**config.mk**
```make
export PLATFORM = sky130hd
export DESIGN_NAME = websocket_frame_deframer_core_flat
export DESIGN_NICKNAME = d
export VERILOG_FILES = /design/src/rtl/wsd_pkg.sv /design/src/rtl/wsd_if.sv /design/src/rtl/websocket_frame_deframer_core.sv /design/src/flat_wrapper.sv
export SDC_FILE = /design/constraint.sdc
export NUM_CORES = 1
export LEC_CHECK = 0
export ABC_AREA = 0
export ABC_CLOCK_PERIOD_IN_PS = 4700
export BUFFER_PORTS_ARGS = -buffer_cell sky130_fd_sc_hd__buf_2
export CAP_MARGIN = 20
export CORE_MARGIN = 8
export CORE_UTILIZATION = 55
export DETAILED_ROUTE_END_ITERATION = 12
export PLACE_DENSITY = 0.79
export SLEW_MARGIN = 0
export SYNTH_ARGS = -nofsm -noshare
export SYNTH_HDL_FRONTEND = slang
export SYNTH_SLANG_ARGS = --single-unit
```
**constraint.sdc**
```tcl
create_clock -name clk -period 4.7 [get_ports clk]
set_clock_uncertainty 0.05 [all_clocks]
set_input_delay 0 -clock clk [delete_from_list [all_inputs] [get_ports clk]]
set_output_delay 0 -clock clk [all_outputs]
set_load 0.005 [all_outputs]
```
**src/rtl/wsd_pkg.sv**
```systemverilog
// ----------------------------------------------------------------------------
// WebSocket deframer package
// Shared widths, result and action codes, and the opcode-to-action mapping.
// ----------------------------------------------------------------------------
package wsd_pkg;

  localparam int unsigned ByteW   = 8;
  localparam int unsigned KindW   = 2;
  localparam int unsigned OpW     = 4;
  localparam int unsigned ActionW = 3;
  localparam int unsigned LenW    = 64;
  localparam int unsigned KeyW    = 32;

  localparam logic [KindW-1:0] KIND_PAYLOAD   = 2'd0;
  localparam logic [KindW-1:0] KIND_EMPTY_END = 2'd1;
  localparam logic [KindW-1:0] KIND_ERROR     = 2'd2;

  localparam logic [ActionW-1:0] ACT_NONE    = 3'd0;
  localparam logic [ActionW-1:0] ACT_ECHO    = 3'd1;
  localparam logic [ActionW-1:0] ACT_PONG    = 3'd2;
  localparam logic [ActionW-1:0] ACT_CLOSE   = 3'd3;
  localparam logic [ActionW-1:0] ACT_INVALID = 3'd4;

  localparam logic [OpW-1:0] OP_CONT   = 4'h0;
  localparam logic [OpW-1:0] OP_TEXT   = 4'h1;
  localparam logic [OpW-1:0] OP_BINARY = 4'h2;
  localparam logic [OpW-1:0] OP_RSV_LO = 4'h3;
  localparam logic [OpW-1:0] OP_RSV_HI = 4'h7;
  localparam logic [OpW-1:0] OP_CLOSE  = 4'h8;
  localparam logic [OpW-1:0] OP_PING   = 4'h9;
  localparam logic [OpW-1:0] OP_PONG   = 4'hA;

  localparam logic [6:0] LEN_EXT16 = 7'd126;
  localparam logic [6:0] LEN_EXT64 = 7'd127;

  localparam logic [2:0] EXT16_LAST = 3'd1;
  localparam logic [2:0] EXT64_LAST = 3'd7;
  localparam logic [2:0] MASK_LAST  = 3'd3;

  function automatic logic [ActionW-1:0] action_of(input logic [OpW-1:0] op);
    logic [ActionW-1:0] act;
    unique case (op)
      OP_TEXT, OP_BINARY: act = ACT_ECHO;
      OP_PING:            act = ACT_PONG;
      OP_CLOSE:           act = ACT_CLOSE;
      OP_PONG:            act = ACT_NONE;
      default:            act = ACT_INVALID;
    endcase
    return act;
  endfunction

endpackage

```
**src/rtl/wsd_if.sv**
```systemverilog
// ----------------------------------------------------------------------------
// WebSocket deframer channels
// Valid/ready channels for received stream bytes and for deframed results.
// ----------------------------------------------------------------------------
interface wsd_in_if;
  logic                     valid;
  logic                     ready;
  logic [wsd_pkg::ByteW-1:0] data_byte;

  modport source (output valid, output data_byte, input ready);
  modport sink   (input valid, input data_byte, output ready);
endinterface

interface wsd_out_if;
  logic                        valid;
  logic                        ready;
  logic [wsd_pkg::KindW-1:0]   kind;
  logic [wsd_pkg::ByteW-1:0]   payload_byte;
  logic [wsd_pkg::OpW-1:0]     opcode;
  logic                        frame_end;
  logic                        message_end;
  logic [wsd_pkg::ActionW-1:0] action;

  modport source (output valid, output kind, output payload_byte, output opcode,
                  output frame_end, output message_end, output action, input ready);
  modport sink   (input valid, input kind, input payload_byte, input opcode,
                  input frame_end, input message_end, input action, output ready);
endinterface

```
**src/rtl/websocket_frame_deframer_core.sv**
```systemverilog
// ----------------------------------------------------------------------------
// WebSocket frame deframer core
// Parses an upgraded WebSocket byte stream and emits unmasked payload words.
// ----------------------------------------------------------------------------
// The rx channel carries one stream byte per word. The tx channel carries one
// result word: a payload byte, an empty-frame marker, or a protocol error,
// with frame and message end flags and the action for a finished message.
// Header bytes give no result unless they complete an empty frame or carry a
// reserved data opcode (3 to 7).
// A byte is taken into an input register and is processed there against the
// parser state. Its result is loaded into the result register, from which the
// word is offered on tx. One byte is taken every cycle while tx does not
// stall; the single state update per byte is the only loop.
// Reset clears the parser to the first header byte and empties both
// registers. When tx stalls, the result register holds, the input register
// fills behind it, and rx.ready drops until tx takes the waiting word.
// After a reserved opcode (3 to 7) the block drops further bytes until reset.
// ----------------------------------------------------------------------------
module websocket_frame_deframer_core (
  input  logic              clk,
  input  logic              rst,
  wsd_in_if.sink            rx,
  wsd_out_if.source         tx
);

  typedef enum logic [2:0] {
    PH_HDR0,
    PH_HDR1,
    PH_EXT16,
    PH_EXT64,
    PH_MASK,
    PH_PAYLOAD
  } phase_t;

  phase_t                       phase, phase_next;
  logic [wsd_pkg::OpW-1:0]      message_opcode, message_opcode_next;
  logic                         fin_flag, fin_flag_next;
  logic                         mask_flag, mask_flag_next;
  logic [wsd_pkg::LenW-1:0]     remaining_length, remaining_length_next;
  logic [2:0]                   field_byte_count, field_byte_count_next;
  logic [wsd_pkg::KeyW-1:0]     mask_key, mask_key_next;
  logic [1:0]                   payload_index, payload_index_next;
  logic                         stopped, stopped_next;

  logic                         in_valid;
  logic [wsd_pkg::ByteW-1:0]    in_byte;

  logic                         out_valid;
  logic [wsd_pkg::KindW-1:0]    out_kind;
  logic [wsd_pkg::ByteW-1:0]    out_byte;
  logic [wsd_pkg::OpW-1:0]      out_opcode;
  logic                         out_fend;
  logic                         out_mend;
  logic [wsd_pkg::ActionW-1:0]  out_action;

  logic                         res_valid;
  logic [wsd_pkg::KindW-1:0]    res_kind;
  logic [wsd_pkg::ByteW-1:0]    res_byte;
  logic [wsd_pkg::OpW-1:0]      res_opcode;
  logic                         res_fend;

  logic                         advance;
  logic                         take;
  logic [wsd_pkg::OpW-1:0]      hdr_op;
  logic [wsd_pkg::LenW-1:0]     ext_length;
  logic [wsd_pkg::LenW-1:0]     done_length;
  logic                         done_go;
  logic [wsd_pkg::ByteW-1:0]    key_byte;

  assign advance  = in_valid && (!out_valid || tx.ready);
  assign rx.ready = !in_valid || advance;
  assign take     = rx.valid && rx.ready;

  assign hdr_op     = in_byte[3:0];
  assign ext_length = {remaining_length[wsd_pkg::LenW-9:0], in_byte};

  always_comb begin
    unique case (payload_index)
      2'd0:    key_byte = mask_key[31:24];
      2'd1:    key_byte = mask_key[23:16];
      2'd2:    key_byte = mask_key[15:8];
      default: key_byte = mask_key[7:0];
    endcase
  end

  always_comb begin
    phase_next            = phase;
    message_opcode_next   = message_opcode;
    fin_flag_next         = fin_flag;
    mask_flag_next        = mask_flag;
    remaining_length_next = remaining_length;
    field_byte_count_next = field_byte_count;
    mask_key_next         = mask_key;
    payload_index_next    = payload_index;
    stopped_next          = stopped;
    res_valid             = 1'b0;
    res_kind              = wsd_pkg::KIND_PAYLOAD;
    res_byte              = '0;
    res_opcode            = message_opcode;
    res_fend              = 1'b0;
    done_go               = 1'b0;
    done_length           = remaining_length;

    if (!stopped) begin
      unique case (phase)
        PH_HDR0: begin
          if (hdr_op >= wsd_pkg::OP_RSV_LO && hdr_op <= wsd_pkg::OP_RSV_HI) begin
            stopped_next = 1'b1;
            res_valid    = 1'b1;
            res_kind     = wsd_pkg::KIND_ERROR;
            res_opcode   = hdr_op;
          end else begin
            fin_flag_next = in_byte[7];
            if (hdr_op != wsd_pkg::OP_CONT) begin
              message_opcode_next = hdr_op;
            end
            phase_next = PH_HDR1;
          end
        end
        PH_HDR1: begin
          mask_flag_next        = in_byte[7];
          field_byte_count_next = '0;
          remaining_length_next = '0;
          if (in_byte[6:0] == wsd_pkg::LEN_EXT16) begin
            phase_next = PH_EXT16;
          end else if (in_byte[6:0] == wsd_pkg::LEN_EXT64) begin
            phase_next = PH_EXT64;
          end else begin
            remaining_length_next = {57'd0, in_byte[6:0]};
            done_length           = {57'd0, in_byte[6:0]};
            if (in_byte[7]) begin
              phase_next = PH_MASK;
            end else begin
              done_go = 1'b1;
            end
          end
        end
        PH_EXT16, PH_EXT64: begin
          remaining_length_next = ext_length;
          done_length           = ext_length;
          if (field_byte_count >= ((phase == PH_EXT16) ? wsd_pkg::EXT16_LAST
                                                        : wsd_pkg::EXT64_LAST)) begin
            if (mask_flag) begin
              phase_next            = PH_MASK;
              field_byte_count_next = '0;
            end else begin
              done_go = 1'b1;
            end
          end else begin
            field_byte_count_next = field_byte_count + 3'd1;
          end
        end
        PH_MASK: begin
          mask_key_next = {mask_key[23:0], in_byte};
          if (field_byte_count >= wsd_pkg::MASK_LAST) begin
            done_go = 1'b1;
          end else begin
            field_byte_count_next = field_byte_count + 3'd1;
          end
        end
        PH_PAYLOAD: begin
          payload_index_next    = payload_index + 2'd1;
          remaining_length_next = remaining_length - 64'd1;
          res_valid             = 1'b1;
          res_kind              = wsd_pkg::KIND_PAYLOAD;
          res_byte              = mask_flag ? (in_byte ^ key_byte) : in_byte;
          res_fend              = (remaining_length == 64'd1);
          if (remaining_length == 64'd1) begin
            phase_next = PH_HDR0;
          end
        end
        default: begin
          phase_next = PH_HDR0;
        end
      endcase

      if (done_go) begin
        payload_index_next    = '0;
        field_byte_count_next = '0;
        if (done_length == '0) begin
          phase_next = PH_HDR0;
          res_valid  = 1'b1;
          res_kind   = wsd_pkg::KIND_EMPTY_END;
          res_fend   = 1'b1;
        end else begin
          phase_next = PH_PAYLOAD;
        end
      end
    end
  end

  always_ff @(posedge clk) begin
    if (rst) begin
      in_valid         <= 1'b0;
      out_valid        <= 1'b0;
      phase            <= PH_HDR0;
      message_opcode   <= '0;
      fin_flag         <= 1'b0;
      mask_flag        <= 1'b0;
      remaining_length <= '0;
      field_byte_count <= '0;
      mask_key         <= '0;
      payload_index    <= '0;
      stopped          <= 1'b0;
    end else begin
      if (take) begin
        in_valid <= 1'b1;
        in_byte  <= rx.data_byte;
      end else if (advance) begin
        in_valid <= 1'b0;
      end

      if (advance) begin
        phase            <= phase_next;
        message_opcode   <= message_opcode_next;
        fin_flag         <= fin_flag_next;
        mask_flag        <= mask_flag_next;
        remaining_length <= remaining_length_next;
        field_byte_count <= field_byte_count_next;
        mask_key         <= mask_key_next;
        payload_index    <= payload_index_next;
        stopped          <= stopped_next;
        out_valid        <= res_valid;
        out_kind         <= res_kind;
        out_byte         <= res_byte;
        out_opcode       <= res_opcode;
        out_fend         <= res_fend;
        out_mend         <= res_fend && fin_flag;
        out_action       <= (res_fend && fin_flag) ? wsd_pkg::action_of(message_opcode)
                                                   : wsd_pkg::ACT_NONE;
      end else if (tx.ready) begin
        out_valid <= 1'b0;
      end
    end
  end

  assign tx.valid        = out_valid;
  assign tx.kind         = out_kind;
  assign tx.payload_byte = out_byte;
  assign tx.opcode       = out_opcode;
  assign tx.frame_end    = out_fend;
  assign tx.message_end  = out_mend;
  assign tx.action       = out_action;

endmodule

```
**src/flat_wrapper.sv**
```systemverilog
// flat-port wrapper written by rule: the top's interface ports become plain ports
module websocket_frame_deframer_core_flat 
  (clk, rst, rx_valid, rx_data_byte, rx_ready, tx_valid, tx_kind, tx_payload_byte, tx_opcode, tx_frame_end, tx_message_end, tx_action, tx_ready);
  wsd_in_if rx_i ();
  wsd_out_if tx_i ();
  input  logic clk;
  input  logic rst;
  input wire logic [$bits(rx_i.valid)-1:0] rx_valid;
  input wire logic [$bits(rx_i.data_byte)-1:0] rx_data_byte;
  output wire logic [$bits(rx_i.ready)-1:0] rx_ready;
  output wire logic [$bits(tx_i.valid)-1:0] tx_valid;
  output wire logic [$bits(tx_i.kind)-1:0] tx_kind;
  output wire logic [$bits(tx_i.payload_byte)-1:0] tx_payload_byte;
  output wire logic [$bits(tx_i.opcode)-1:0] tx_opcode;
  output wire logic [$bits(tx_i.frame_end)-1:0] tx_frame_end;
  output wire logic [$bits(tx_i.message_end)-1:0] tx_message_end;
  output wire logic [$bits(tx_i.action)-1:0] tx_action;
  input wire logic [$bits(tx_i.ready)-1:0] tx_ready;
  assign rx_i.valid = rx_valid;
  assign rx_i.data_byte = rx_data_byte;
  assign rx_ready = rx_i.ready;
  assign tx_valid = tx_i.valid;
  assign tx_kind = tx_i.kind;
  assign tx_payload_byte = tx_i.payload_byte;
  assign tx_opcode = tx_i.opcode;
  assign tx_frame_end = tx_i.frame_end;
  assign tx_message_end = tx_i.message_end;
  assign tx_action = tx_i.action;
  assign tx_i.ready = tx_ready;
  websocket_frame_deframer_core u_core (.clk(clk), .rst(rst), .rx(rx_i), .tx(tx_i));
endmodule
```
# Word-level counts from Yosys, hierarchy flattened
# Cells that the tools add are included.
[totals] reg_bits=140 latchBits=0 mem_bits_rw=0 mem_bits_ro=0 wordCells=141 n_memories=0
[op_classes] addsub=3 n_mul=0 n_div=0 magnitude_cmp=4 n_eq_ne=23 shifts=0 mux=58 n_bitwise=5 n_reduce_logical=30
[op_table] operator="$mux 64" count=4
[op_table] operator="$pmux 64 s3" count=1
[op_table] operator="$pmux 64 s2" count=1
[op_table] operator="$eq 64x1->1 const B" count=1
[op_table] operator="$logic_not 64->1" count=1
[op_table] operator="$sub 64x1->64 const B" count=1
[op_table] operator="$mux 3" count=14
[op_table] operator="$pmux 8 s3" count=1
[op_table] operator="$mux 1" count=21
[op_table] operator="$pmux 3 s5" count=1
[op_table] operator="$eq 7x7->1 const B" count=2
[op_table] operator="$eq 4x4->1 const B" count=3
[op_table] operator="$mux 2" count=6
[op_table] operator="$mux 4" count=3
[op_table] operator="$pmux 3 s4" count=1
[op_table] operator="$reduce_and 3->1" count=4
[op_table] operator="$reduce_and 5->1" count=2
[op_table] operator="$ne 3x1->1 const B" count=3
[op_table] operator="$pmux 3 s3" count=1
[op_table] operator="$mux 8" count=1
[op_table] operator="$reduce_and 8->1" count=1
[op_table] operator="$reduce_bool 4->1" count=2
[op_table] operator="$xor 8x8->8" count=1
[op_table] operator="$mux 7" count=1
[op_table] operator="other kinds (30)" count=46

# Depth between registers and ports, before layout
[depth] ltp_word=10 depth_mapped=11

# Worst setup path before layout
# No wires, ideal clock.
[synth_path] path_type="register to register" startpoint="register u_core.phase[2]" endpoint="register u_core.out_action (netlist bit u_core.tx.action[0]) (data pin)" arrival_time_ps=2736 required_time_ps=4466 slack_ps=1729 stages_incl_launch_ff=11 path_cell_list="dfxtp_1 clkbuf_1 nand2b_1 clkbuf_1 nor2_1 ha_1 a21o_1 a21oi_1 o311ai_0 nand4_2 a2111oi_4"
[synth_between] elab_chain_cells=9 elab_cells_between_ends=19 classes_between="order compare: 1; eq/ne: 5; mux: 10; reduce/logical: 3"
[synth_rtl] item="start, declared" line_no="websocket_frame_deframer_core.sv:35" source="phase_t phase, phase_next;"
[synth_rtl] item="start signal, assigned" line_no="websocket_frame_deframer_core.sv:214" source="phase <= phase_next;"
[synth_rtl] item="$eq 3x2->1, on equally long branches" line_no="websocket_frame_deframer_core.sv:105, websocket_frame_deframer_core.sv:141"
[synth_rtl] item="$mux 3 / $reduce_or 2->1 (equally long branches)" line_no="websocket_frame_deframer_core.sv:141, websocket_frame_deframer_core.sv:105"
[synth_rtl] item="$ge 3x3->1 / $pmux 64 s2 (equally long branches)" line_no="websocket_frame_deframer_core.sv:141, websocket_frame_deframer_core.sv:105"
[synth_rtl] item="$mux 1 / $mux 64 (equally long branches)" line_no="websocket_frame_deframer_core.sv:141, websocket_frame_deframer_core.sv:104"
[synth_rtl] item="$pmux 1 s3 / $logic_not 64->1 (equally long branches)" line_no="websocket_frame_deframer_core.sv:105, websocket_frame_deframer_core.sv:180"
[synth_rtl] item="$mux 1, on equally long branches" line_no="websocket_frame_deframer_core.sv:104, websocket_frame_deframer_core.sv:180"
[synth_rtl] item="$mux 1 *" line_no="websocket_frame_deframer_core.sv:177" source="if (done_go) begin"
[synth_rtl] item="$mux 1 *" line_no="websocket_frame_deframer_core.sv:104" source="if (!stopped) begin"
[synth_rtl] item="$logic_and 1x1->1 *" line_no="websocket_frame_deframer_core.sv:229" source="out_action <= (res_fend && fin_flag) ? wsd_pkg::action_of(message_opcode)"
[synth_rtl] item="end signal, assigned" line_no="websocket_frame_deframer_core.sv:229"
[synth_rtl] item="end, declared" line_no="websocket_frame_deframer_core.sv:54" source="logic [wsd_pkg::ActionW-1:0] out_action;"
# Every way passes the cells marked *; elsewhere a longest branch is shown, timed or not. The select of a mux whose other input is x is not followed.
# A chain may end at the register's enable or synchronous reset.

# Worst setup path in the final report
[layout_path] startpoint="register u_core.phase[2]" endpoint="register u_core.out_action (netlist bit u_core.tx.action[1]) (data pin)"
# Same word-level chain as after synthesis.

==> flow_summary.toml <==
[global_routing]
track_usage_pct = 23.71
grt.overflow.total = 0
grt_pass1_wl_um = 35120
antenna_found_initial = 0
grt_pass1_vias = 7041
grt_max_degree = 84

[place]
dp_hpwl_um = 13570
gp_congestion = 0.9055
dp_cells = 1124
numPortBuffers = 32

[min_path]
min-delay-start = "rst"
hold_depth = 2
hold_class = "input pin to flop"
min_to = "u_core.remaining_length[34]"

[drt]
top_layer = "met4"
ant_nets = 0
drc = 0
wl_met2_um = 10200
wl_met3_um = 1670
vias = 7581
routed_via_density = 6.491
routedWlPerCell_um = 18.27
drt_first_pass_iters = 7
wl_um = 21340
drt_iter0_drc = 893
met1_length_um = 9042

[synthesis]
yosysMostFrequentCell = "nand2_1"
synthesis.instances = 973
async_flop_share_pct = 0
synth_top_cell_by_area = "dfxtp_1"
syn_nets = 995
yosysSeqAreaShare_pct = 39.75
synth_commonest_cells = "nand2_1, dfxtp_1, a21oi_1"
synth_flop_cell = "dfxtp_1"
synth_warnings = 0
synth_cell_type_count = 70
synth_edf_count = 27
postSynthAreaPerCell_um2 = 7.944
netlist.area_leader.share_pct = 29.27
synth-seq-cells = 140
netlist_area_um2 = 7730
yosys-top-cells-area = "dfxtp_1, edfxtp_1, nand2_1, a21oi_1, nor2_1"

[critical_path]
cp_slowest_stage_delay_ns = 0.66
setup.worst_path.class = "flop to flop"
path_buf_inv = 0
cp-start-kind = "flop"
r2r_end = "u_core.tx.action[1]"
cp.arrival_ns = 3.50
r2r_cells = 8
worst_r2r_startpoint = "u_core.phase[2]"
cp.required_ns = 4.89
crit_chain = "nand2b_1 > nor2_1 > ha_1 > a21o_1 > a21oi_1 > o311ai_0 > nand4_2 > a2111oi_4"
crit_slowest_cell = "o311ai_0"
crit_fanout = 12
endpoint_kind = "flop"
reg2reg_setup_slack_ns = 1.39
critPathTopFamily = "compound AO/OA/AOI/OAI gates"

[clock_tree]
ctsRootBufferMaster = "clkbuf_16"
insertion_delay_ns = 0.44
cts_setup_buffers = 0
cts_buffer_depth = 2
cts_sinks = 140
cts_buffers = 17
tritoncts = "yes"
h-tree-depth = 4
clkTransAtPathRegs_ns = 0.06

[floorplanning]
die_h_um = 134.6
start_util_pct = 55.90
core-area_um2 = 13830
rows = 43
die_area_um2 = 18100
ios = 33
die_w_um = 134.6

[timing]
report.final.slew_viol_count = 0
fmax_mhz = 302.3
relSlewSlack_pct = 28.29
setup_viol = 0
min_period_ns = 3.307
hold-worst-slack_ns = 0.1130
tightest_slew_ns = 1.070
hold_violations = 0
setup_tns_ns = 0
post-route-period-util_pct = 70.37
rsz0062_at_grt = "false"

[pwr]
ir_drop_mv = 0.2555
power.leakage_nw = 3.002
p_total_mw = 2.779
p_per_area_nw_per_um2 = 321.7

[layout]
fin_nets = 997
area_delta_synth_final_pct = 11.75
drive_above_1_share_pct = 10.22
diodes = 0
instances_no_fill = 1168

[run_status]
status = "finished clean"

[job]
max_cap_violations = 0
[routing by layer]
metal  up-vias  GRT usage, %
li1       3599             -
met1      3606         29.62
met2       337         38.48
met3        39         5.572
met4         0         9.857
met5         -             0
[registers in the layout, summed over array words and instances (netlist names), 3 cells and up]
name	count
u_core.in_byte	8
u_core.tx.payload_byte	8
u_core.remaining_length	64
u_core.tx.action	3
u_core.field_byte_count	3
u_core.phase	3
u_core.mask_key	32
u_core.message_opcode	4
u_core.tx.opcode	4
[worst reg2reg max path, delay by kind of cell (launching register included)]
family / cells / cell delay [ns]
AO/OA/AOI/OAI: 4 / 1.24
adder cells (fa/ha/maj): 1 / 0.30
flip-flops: 1 / 0.51
AND/OR/NAND/NOR: 3 / 1.01
[layout by cell type (no fill, tap or decap), types with 9 or more instances in the layout]
cell	synthesis	routed
nor2_1	90	89
inv_1	19	19
nand3_1	24	24
dlygate4sd3_1	0	11
a22o_1	11	11
buf_2	2	31
a32o_1	14	14
a31oi_1	13	13
a21oi_1	101	101
nand4_1	21	21
nor3_1	32	31
edfxtp_1	27	27
and3_1	9	9
nand2_1	153	153
ha_1	10	10
o21ai_0	61	61
clkbuf_16	0	18
a22oi_1	19	19
buf_4	0	13
or3_1	11	11
dfxtp_1	113	113
nor4_1	17	17
[stage by stage]
step | worst slack [ns] | util, % | instance area, um2
3_5_place_dp | 1.436 | 57.45 | 7944
4_1_cts | 1.396 | 62.27 | 8611
6_report | 1.393 | 62.47 | 8638
2_1_floorplan | 1.729 | - | 7730
3_3_place_gp | 1.565 | 57.45 | 7944
5_1_grt | 1.149 | 62.47 | 8638
[cell families after synthesis]
kind of cell	after synthesis	share of synthesized area [%]
AOI/OAI and AO/OA	290	24.57
adders and majority gates	10	1.619
buffers and inverters	92	4.597
muxes	8	1.084
DFF	140	39.75
xor gates and xnor gates	10	1.133
and+or+nand+nor	423	27.24
[cell type report]
cell class	instances	area, um2
Fill cell	1170	5189
Multi-Input combinational cell	741	4322
Sequential cell	140	3073
Clock buffer	21	471.7
Timing Repair Buffer	56	390.4
Tap cell	180	225.2
Clock inverter	11	85.08
Inverter	19	71.32
[how the worst max path moves through the flow]
stage                                endpoint            start  slack (ns)  cells past startpoint
after floorplan           u_core.tx.action[0]  u_core.phase[2]        1.73                     10
after global placement    u_core.tx.action[1]  u_core.phase[2]        1.56                      8
after detailed placement  u_core.tx.action[1]  u_core.phase[2]        1.44                      8
after CTS                 u_core.tx.action[1]  u_core.phase[2]        1.40                      8
after global routing      u_core.tx.action[0]  u_core.phase[2]        1.15                      8
final                     u_core.tx.action[1]  u_core.phase[2]        1.39                      8
[where the power goes]
part | leakage, nW | total (mW) | switching, mW | internal, mW
Sequential | 1.16 | 1.26 | 0.0237 | 1.24
Combinational | 1.58 | 0.251 | 0.163 | 0.0882
Clock | 0.266 | 1.26 | 0.540 | 0.724
[timing repair]
action,in CTS,in global routing
endpoints found under the hold margin,11,0
gates resized for setup,0,0
hold buffers,11,0
(Power assumes the default switching activity.)
